File: src/qpdt_pkg.sv
// Shared types and codes for the QPACK dynamic table engine.
package qpdt_pkg;

    localparam logic [2:0] OP_INSERT    = 3'd0;
    localparam logic [2:0] OP_WRITE     = 3'd1;
    localparam logic [2:0] OP_LOOKUP    = 3'd2;
    localparam logic [2:0] OP_READ      = 3'd3;
    localparam logic [2:0] OP_CAPACITY  = 3'd4;

    localparam logic [1:0] ST_OK     = 2'd0;
    localparam logic [1:0] ST_LIMIT  = 2'd1;
    localparam logic [1:0] ST_CLOSED = 2'd2;

    localparam int CAP_W = 18;
    localparam logic [CAP_W-1:0] CAP_RESET = '0;

    typedef enum logic [3:0] {
        S_IDLE,
        S_INS_CHK,
        S_INS_LOOP,
        S_CAP_LOOP,
        S_EV_A,
        S_EV_B,
        S_WR,
        S_LK_A,
        S_LK_B,
        S_LK_RD,
        S_RD_RED,
        S_RD_MEM,
        S_FINISH
    } state_t;

endpackage

File: src/qpdt_sub64.sv
// Shared 64-bit subtractor used for the absolute index compares.
module qpdt_sub64
    import qpdt_pkg::*;
(
    input  logic [63:0] a,
    input  logic [63:0] b,
    output logic [63:0] diff,
    output logic        borrow
);

    logic [64:0] wide;

    assign wide   = {1'b0, a} - {1'b0, b};
    assign diff   = wide[63:0];
    assign borrow = wide[64];

endmodule

File: config.mk
export PLATFORM = sky130hd
export DESIGN_NAME = qpdt_sub64
export DESIGN_NICKNAME = d
export VERILOG_FILES = /design/src/qpdt_pkg.sv /design/src/qpdt_sub64.sv
export SDC_FILE = /design/constraint.sdc
export NUM_CORES = 1
export LEC_CHECK = 0
export BUFFER_PORTS_ARGS = -buffer_cell sky130_fd_sc_hd__buf_4
export CORE_ASPECT_RATIO = 1.75
export CORE_MARGIN = 2
export CORE_UTILIZATION = 40
export DETAILED_ROUTE_END_ITERATION = 10
export PLACE_DENSITY = 0.7
export SLEW_MARGIN = 25
export SYNTH_ARGS = -nofsm -noshare
export SYNTH_HDL_FRONTEND = slang
export SYNTH_SLANG_ARGS = --single-unit
File: constraint.sdc
create_clock -name vclk -period 3.89
set_input_delay 0.1945 -clock vclk [all_inputs]
set_output_delay 0.1945 -clock vclk [all_outputs]
set_load 0.02 [all_outputs]
Word-level counts from Yosys, hierarchy flattened
Index checks and enable logic that the tools add are counted.

Input bits: 128. Flip-flop bits (word level): 0. Word-level logic and storage cells: 1. Output and inout bits: 65.

$add $sub $neg: 1.

Operators with widths (number): 64-bit by 64-bit subtractor with 65-bit output (1).

Depth between registers and ports, before layout
Word-level depth: 1. Gate-level depth with buffers: 13. Mapped depth without buffers: 13.

Worst setup path after synthesis
Ideal clock, no wire load.

Path type: input to output. From: input port a[0]. To: output port diff[58]. Data required time: 3.695 ns. Arrival time: 2.805 ns. Stages: 13. Buffers on the path: 0. Path slack: 0.890 ns. Path through: inv_1 ha_1 fa_1 nor2b_2 o31ai_4 a31oi_4 o211ai_2 a21oi_2 o21ai_2 o41ai_2 a41o_2 a21oi_2 xnor2_1.

Longest elaborated chain between the ends: 1.

Ends and longest elaborated chain: start, declared (RTL line qpdt_sub64.sv:5) `input logic [63:0] a,`; 64-bit by 64-bit subtractor with 65-bit output (RTL line qpdt_sub64.sv:13) `assign wide = {1'b0, a} - {1'b0, b};`; end, declared (RTL line qpdt_sub64.sv:7) `output logic [63:0] diff,`.

No other way between the ends.

Final worst setup path
From: input port a[0]. To: output port diff[62].

The elaborated chain is that of the path after synthesis.

==> reports/metrics.csv <==
metric,value,unit
drive_gt1_share,28.9,%
synth_compound_area_share,34.2,%
timing.critical_path.mode_cell,sky130_fd_sc_hd__buf_4,
max_cap_viol_count,0,
finalSetupViolations,0,
globalRouteOverflowTotal,0,
worstPathRequired,3.70,ns
drt_pre_antenna_iters,6,
holdBufCountCts,0,
synth.yosys.warnings,0,
number_of_standard_cell_rows_in_the_floorplan,49,
detailedPlacementHpwl,12300,µm
postSynthCellCount,612,
chipHeight,139,µm
synthesis.area,4180,µm²
first_pass_grt_wire_length,21900,µm
worst-setup-path-type,input port to primary output,
powerDensity,224,nW/µm²
yosys.area_share.simple,20.0,%
area_growth_syn_to_layout,32.5,%
combinational_family_with_the_most_area_after_synthesis,compound AO/OA/AOI/OAI gates,
design.die.area,11300,µm²
place.port_buffers,193,
postSynthNetCount,805,
layout.nets,973,
synth_area_leaders,"sky130_fd_sc_hd__ha_1, sky130_fd_sc_hd__xnor2_1, sky130_fd_sc_hd__a21oi_1",
multi_input_comb_area,3610,µm²
final.setup.tns,0,ns
grt_start_max_net_pins,12,
cts_setup_buffers,0,
avgSynthCellArea,6.82,µm²
detail_routed_via_count_per_cell,5.60,
maxSlewHeadroom,65.5,%
synth_commonest_cells,"sky130_fd_sc_hd__inv_1, sky130_fd_sc_hd__a21oi_1, sky130_fd_sc_hd__ha_1",
die_w,81.2,µm
antennaDiodeCount,0,
globalRouteTotalUtil,23.2,%
synth_top_area_share,19.2,%
grt_antenna_before_repair,0,
floorplan.initialDensity,40.8,%
achievable-frequency,0.303,GHz
report.final.slew_viol_count,0,
synth.most_common_cell,sky130_fd_sc_hd__inv_1,
post_drt_wl_per_cell,15.4,µm
vias,5064,
crit_family,compound AO/OA/AOI/OAI gates,
placeableCoreArea,10200,µm²
number_of_drc_violations_after_detailed_routing,0,
fill_cell_instance_count_of_the_final_layout,1032,
status,"complete, no violations",
via_count_of_the_first_global_routing_pass,5130,
tightestPinTransition,0.511,ns
critPathMaxFanout,4,
n_sequential_cell,0,
proportion_of_synthesized_area_in_mux_cells,0,%
design_power_total,1240,µW
antenna_left,0,
p_leak,0.00293,µW
crit_path_start_kind,input port,
final-instance-count-excl-fill,905,
numPlacedInstances,905,
timing.critical_path.arrival,3.10,ns
rsz0062_at_grt,no,
layout.area.seq,0,µm²
worst_path_largest_cell_delay,0.50,ns
worst_path_max_delay_cell,sky130_fd_sc_hd__o41ai_2,
place_congestion,0.960,
synth_seq_area_share,0,%
cts_resized,0,
hold_ws,0.747,ns
post_synthesis_share_of_cell_area_spent_on_xor_and_xnor_gates,12.6,%
cp_cell_sequence,buf_4 -> inv_1 -> ha_1 -> fa_1 -> nor2b_2 -> o31ai_4 -> a31oi_4 -> o211ai_2 -> a21oi_2 -> o21ai_2 -> o41ai_2 -> nand4_1 -> o21ai_1 -> xnor2_1 -> buf_4,
finalWorstPathRequiredPeriod,3.30,ns
synth.distinct_cells,73,
path_buf_inv,3,
clock_buffers,0,
irDropWorstVdd,125,µV
hold_path.class,input port to primary output,
drt-initial-drc-count,144,
io_pins,193,
netlist.top_cell.by_area,sky130_fd_sc_hd__ha_1,
post-route-period-util,84.8,%
timing_hold_violations_final,0,
wl,14000,µm
synthesized_area_fraction_occupied_by_adder_cells,19.7,%
endpoint_kind,primary output,
-- power breakdown --
part,internal (µW),switching [µW],leakage [µW]
Combinational,543,696,0.00293
Clock,0,0,0
Sequential,0,0,0
-- placed cells by master, fill, tap and decap left out, types with 4 or more instances in the layout --
master,instances
sky130_fd_sc_hd__a21o_1,29
sky130_fd_sc_hd__a21oi_1,66
sky130_fd_sc_hd__a21oi_2,4
sky130_fd_sc_hd__a31oi_1,7
sky130_fd_sc_hd__and3_1,5
sky130_fd_sc_hd__buf_4,193
sky130_fd_sc_hd__ha_1,64
sky130_fd_sc_hd__inv_1,84
sky130_fd_sc_hd__nand2_1,49
sky130_fd_sc_hd__nand2b_1,5
sky130_fd_sc_hd__nand3_1,17
sky130_fd_sc_hd__nand4_1,24
sky130_fd_sc_hd__nor2_1,37
sky130_fd_sc_hd__nor2b_1,6
sky130_fd_sc_hd__nor3_1,9
sky130_fd_sc_hd__o211ai_1,4
sky130_fd_sc_hd__o21a_1,6
sky130_fd_sc_hd__o21ai_0,21
sky130_fd_sc_hd__o21ai_1,8
sky130_fd_sc_hd__o21bai_1,11
sky130_fd_sc_hd__xnor2_1,41
sky130_fd_sc_hd__xor2_1,19
-- through the flow --
stage	util (%)	setup WS, ns	cell area [µm²]
after CTS	54.1	0.614	5530
after global routing	54.1	0.417	5530
after detailed placement	54.1	0.634	5530
final	54.1	0.591	5530
after floorplan	-	0.890	4180
after global placement	54.1	0.682	5530
-- routing by layer --
metal  track usage, %  vias to the layer above  share of wire (%)
li1                 -                     2509                  -
met1             21.8                     2277                 34
met2             47.9                      227                 56
met3             2.28                       51                6.2
met4             8.65                        0                4.4
met5                0                        -                  0
-- layout make-up --
class | instances | share of cell area, %
Multi-Input combinational cell | 501 | 65.2
Inverter | 84 | 5.70
Tap cell | 127 | 2.87
Timing Repair Buffer | 193 | 26.2
-- worst paths after layout --
kind	startpoint	endpoint	depth (start not counted)
max	a[0]	diff[62]	15
min	b[0]	diff[0]	4
-- tightest hold or removal path: cells and delay by family --
kind                       cells  cell delay [ns]
adders and majority gates      1             0.10
buffers and inverters          3             0.25
-- logic make-up (layout without fill, tap and decap cells) --
group	count (synthesis)	in the layout
adders and majority gates	65	65
buffers and inverters	111	277
xor gates and xnor gates	60	60
and+or+nand+nor	170	170
AOI/OAI and AO/OA	206	206
(Power assumes the default switching activity.)
