### src/qpdt_pkg.sv
// Shared types and codes for the QPACK dynamic table engine.
package qpdt_pkg;

    localparam logic [2:0] OP_INSERT    = 3'd0;
    localparam logic [2:0] OP_WRITE     = 3'd1;
    localparam logic [2:0] OP_LOOKUP    = 3'd2;
    localparam logic [2:0] OP_READ      = 3'd3;
    localparam logic [2:0] OP_CAPACITY  = 3'd4;

    localparam logic [1:0] ST_OK     = 2'd0;
    localparam logic [1:0] ST_LIMIT  = 2'd1;
    localparam logic [1:0] ST_CLOSED = 2'd2;

    localparam int CAP_W = 18;
    localparam logic [CAP_W-1:0] CAP_RESET = '0;

    typedef enum logic [3:0] {
        S_IDLE,
        S_INS_CHK,
        S_INS_LOOP,
        S_CAP_LOOP,
        S_EV_A,
        S_EV_B,
        S_WR,
        S_LK_A,
        S_LK_B,
        S_LK_RD,
        S_RD_RED,
        S_RD_MEM,
        S_FINISH
    } state_t;

endpackage

### src/qpdt_ram.sv
// Simple dual-port RAM with registered read data.
module qpdt_ram
    import qpdt_pkg::*;
#(
    parameter int DEPTH = 64,
    parameter int WIDTH = 8,
    parameter int AW    = 6
)(
    input  logic             clk,
    input  logic             we,
    input  logic [AW-1:0]    waddr,
    input  logic [WIDTH-1:0] wdata,
    input  logic [AW-1:0]    raddr,
    output logic [WIDTH-1:0] rdata
);

    logic [WIDTH-1:0] mem [DEPTH];
    logic [WIDTH-1:0] rdata_reg;

    always_ff @(posedge clk)
    begin
        if (we)
        begin
            mem[waddr] <= wdata;
        end
        rdata_reg <= mem[raddr];
    end

    assign rdata = rdata_reg;

endmodule

### config.mk
export PLATFORM = sky130hd
export DESIGN_NAME = qpdt_ram
export DESIGN_NICKNAME = d
export VERILOG_FILES = /design/src/qpdt_pkg.sv /design/src/qpdt_ram.sv
export SDC_FILE = /design/constraint.sdc
export NUM_CORES = 1
export LEC_CHECK = 0
export ABC_AREA = 1
export CORE_ASPECT_RATIO = 1.1
export CORE_MARGIN = 3
export CORE_UTILIZATION = 61
export DETAILED_ROUTE_END_ITERATION = 8
export DONT_BUFFER_PORTS = 1
export PLACE_DENSITY = 0.8
export SLEW_MARGIN = 30
export SYNTH_ARGS = -nofsm -noshare
export SYNTH_HDL_FRONTEND = slang
export SYNTH_SLANG_ARGS = --single-unit
export TNS_END_PERCENT = 20
### constraint.sdc
create_clock -name clk -period 4.4 [get_ports clk]
set_clock_uncertainty 0.2 [all_clocks]
set_input_delay 0.88 -clock clk [delete_from_list [all_inputs] [get_ports clk]]
set_output_delay 0.88 -clock clk [all_outputs]
set_load 0.005 [all_outputs]
; ---- After elaboration in Yosys (flattened, before gate mapping)
; Memories as Yosys holds them, arrays and structs flattened. A register that Yosys moved wholly into a read port is not among the register bits.
; Cells that the tools add are included.
[totals]
ff_bits = 0
ramBits = 512
mem_count = 1
[mem_list]
columns = memory, depth, width, read_ports, rd_clocked_by_memory_dff, wr, line_no
row1 = mem, 64, 8, 1, 1, 1, qpdt_ram.sv:17  ; logic [WIDTH-1:0] mem [DEPTH];
[op_classes]
mux = 2
[ops]
columns = op, n
row1 = 1-bit two-way mux, 2

; ---- Logic depth before layout (Yosys ltp)
[logic_depth]
depth_word = 2
ltp_mapped = 12

; ---- Least setup slack after synthesis
; No wires, ideal clock.
[synth_path]
path_type = input-to-reg
start = in we
end = mem mem[48][0] (enable)
setup_ps = 395
arrival_ps = 2251
setup_slack_ps = 1554
cell_stages = 3
path_cell_list = clkbuf_1 > nand4_1 > nor4_1
[synth_between]
elab_chain_len = 2
[synth_lines]
columns = element, line_no
row1 = start: declaration, qpdt_ram.sv:10  ; input logic we,
row2 = 1-bit two-way mux, qpdt_ram.sv:22  ; if (we)
row3 = 1-bit two-way mux (implied by the code), qpdt_ram.sv:24  ; mem[waddr] <= wdata;
row4 = end: declaration, qpdt_ram.sv:17
; No other way between the ends.

; ---- Worst setup path in the final report
[layout_path]
start = in waddr[1]
end = mem mem[1][2] (enable)
[layout_rtl]
columns = element, line_no
row1 = start: declaration, qpdt_ram.sv:11  ; input logic [AW-1:0] waddr,
; Straight into the memory's write port.

==> impl_metrics.tcl <==
set metrics [dict create \
    drv_slew 0 \
    die_h_um 202 \
    post-cts-setup-buffers 0 \
    largest_reg_flops 512 \
    synth_fp_nets 1827 \
    grt_max_degree 258 \
    period_minus_slack_ps 2880 \
    antenna_found_initial 1 \
    wl_per_cell_um 22.1 \
    holdPathStages 0 \
    grt_pass1_vias 13500 \
    power_leakage_nw 8.17 \
    clock_power_share 0.420 \
    grt_overflow 0 \
    powerDensity_nw_per_um2 445 \
    grt_usage 0.265 \
    cts.sink_count 520 \
    initial_core_util 0.621 \
    num_vias 13800 \
    slew_headroom 0.286 \
    dieArea_sq_um 37300 \
    fin_nets 1783 \
    drc 0 \
    crit_path_end_kind "register" \
    dieWidth_um 184 \
    cp.required_ps 4390 \
    io_buffer_count 0 \
    syn-cell-area_sq_um 21300 \
    row_count 71 \
    postSynthCellCount 1805 \
    cts.reportedPaths.clkPinSlew_ps 60 \
    dp_hpwl_um 27200 \
    synth.avg_cell_area_sq_um 11.8 \
    pwr-share-seq 0.539 \
    grt_pass1_wl_um 75400 \
    drive_above_1_share 0.0555 \
    arrival_ps 2870 \
    fillerInstances 2317 \
    maxCapViolCount 0 \
    setup_tns_ps 0 \
    finalHoldViolCount 0 \
    cts_resized 0 \
    wirelength_um 49400 \
    p_sw_frac 0.201 \
    power.share.combinational 0.040 \
    fmax_ghz 0.347 \
    vdd_drop_max_mv 0.299 \
    numCtsBuffers 49 \
    diodes 0 \
    io_pins 30 \
    clk_root_buffer_cell "clkbuf_16" \
    hp-class "in2reg" \
    cp_max_fo 9 \
    clockBufferDepth 3 \
    cts_hold_buf 0 \
    r2r_cells 8 \
    seq_area_frac_synth 0.728 \
    insertion_delay_ps 560 \
    postRouteAntennaNets 0 \
    ys_warn_count 0 \
    fin_crit_sh 0.655 \
    outcome "complete, no violations" \
    htree_num_levels 2 \
    crit_type "in2reg" \
    vias_per_cell 6.17 \
    final_util 0.667 \
    area_growth_pct 7.41 \
    drtIter0Drc 2016 \
    cts_tree "built" \
    worstMarginPinSlew_ps 1070 \
    core_area_sq_um 34400 \
    place.gp.congestion 0.900 \
    internal_power_mw 8.15 \
    p_sw_mw 2.05 \
    synth_cell_types 16 \
    setup_violations 0 \
    ys_ff_latch 520 \
    startpoint_type "input port" \
    firstDrtPassIters 5 \
    rsz0062_at_grt "false" \
]
path summary, 6_finish.rpt:
path	start	to	slack [ps]
worst max-delay path	waddr[1]	mem[1][2]$_DFFE_PP_	1520
worst max register to register	mem[19][4]$_DFFE_PP_	rdata[4]$_DFF_P_	2870
worst min-delay path	wdata[6]	mem[0][6]$_DFFE_PP_	220
worst min register to register	mem[20][0]$_DFFE_PP_	rdata[0]$_DFF_P_	650
per-layer routing:
layer  up-vias  part of all wire  global-route usage
met5         -           0.00026                   0
met4         2             0.036               0.101
met3       146              0.12              0.0646
met2       883              0.47               0.413
met1      6527              0.37               0.365
li1       6256                 -                   -
critical path, cell delays in order:
cell	delay [ps]
inv_1	150
nand4_1	870
nor2_1	960
power by group through the flow:
stage	Clock, mW	Sequential, mW	Combinational [mW]
6_report	4.28	5.50	0.413
5_1_grt	4.52	5.50	0.454
4_1_cts	4.31	5.50	0.407
3_3_place_gp	0	5.61	0.388
3_5_place_dp	0	5.61	0.400
2_1_floorplan	0	5.60	0.385
cells in the mapped netlist (all sizes together):
| cell type | count | area share |
|---|---|---|
| buf | 98 | 0.035 |
| clkbuf | 15 | 0.0026 |
| dfxtp | 8 | 0.0075 |
| edfxtp | 512 | 0.72 |
| inv | 12 | 0.0023 |
| nand2 | 648 | 0.11 |
| nand3 | 439 | 0.10 |
| nand4 | 9 | 0.0026 |
| nor2 | 56 | 0.0099 |
| nor4 | 8 | 0.0023 |
cell type report:
type / instances / area, sq um / area share
multi-input cells: 1160 / 4950 / 0.216
flip-flops and latches: 520 / 15500 / 0.678
clock buffers: 59 / 1360 / 0.0592
well taps: 438 / 548 / 0.0239
inverters: 12 / 52.6 / 0.00229
clock inverters: 32 / 309 / 0.0135
repair buffers: 18 / 173 / 0.00753
through the flow:
| step | worst slack [ps] | instances | total power, mW | hold slack, ps | instance area [sq um] |
|---|---|---|---|---|---|
| floorplan | 1550 | 1805 | 5.98 | 522 | 21300 |
| global placement | 1220 | 2148 | 5.99 | 586 | 21300 |
| detailed placement | 1130 | 2148 | 6.01 | 600 | 21300 |
| CTS | 1720 | 2239 | 10.2 | 205 | 22900 |
| global route | 1550 | 2239 | 10.5 | 197 | 22900 |
| finish | 1520 | 2239 | 10.2 | 221 | 22900 |
kinds of logic after synthesis:
kind of cell           Yosys count  share of synthesized area
AND/OR/NAND/NOR               1160                      0.232
flip-flops                     520                      0.728
buffers and inverters          125                     0.0402
cells in the final DEF, fill, tap and decap left out, drive strengths merged:
cell      count
nand3       439
bufinv        6
inv          13
nand4         9
dfxtp         8
clkbuf       59
nor4          8
nand2       648
nor2         56
edfxtp      512
buf          18
clkinv       22
clkinvlp      3
(Power assumes the default switching activity.)
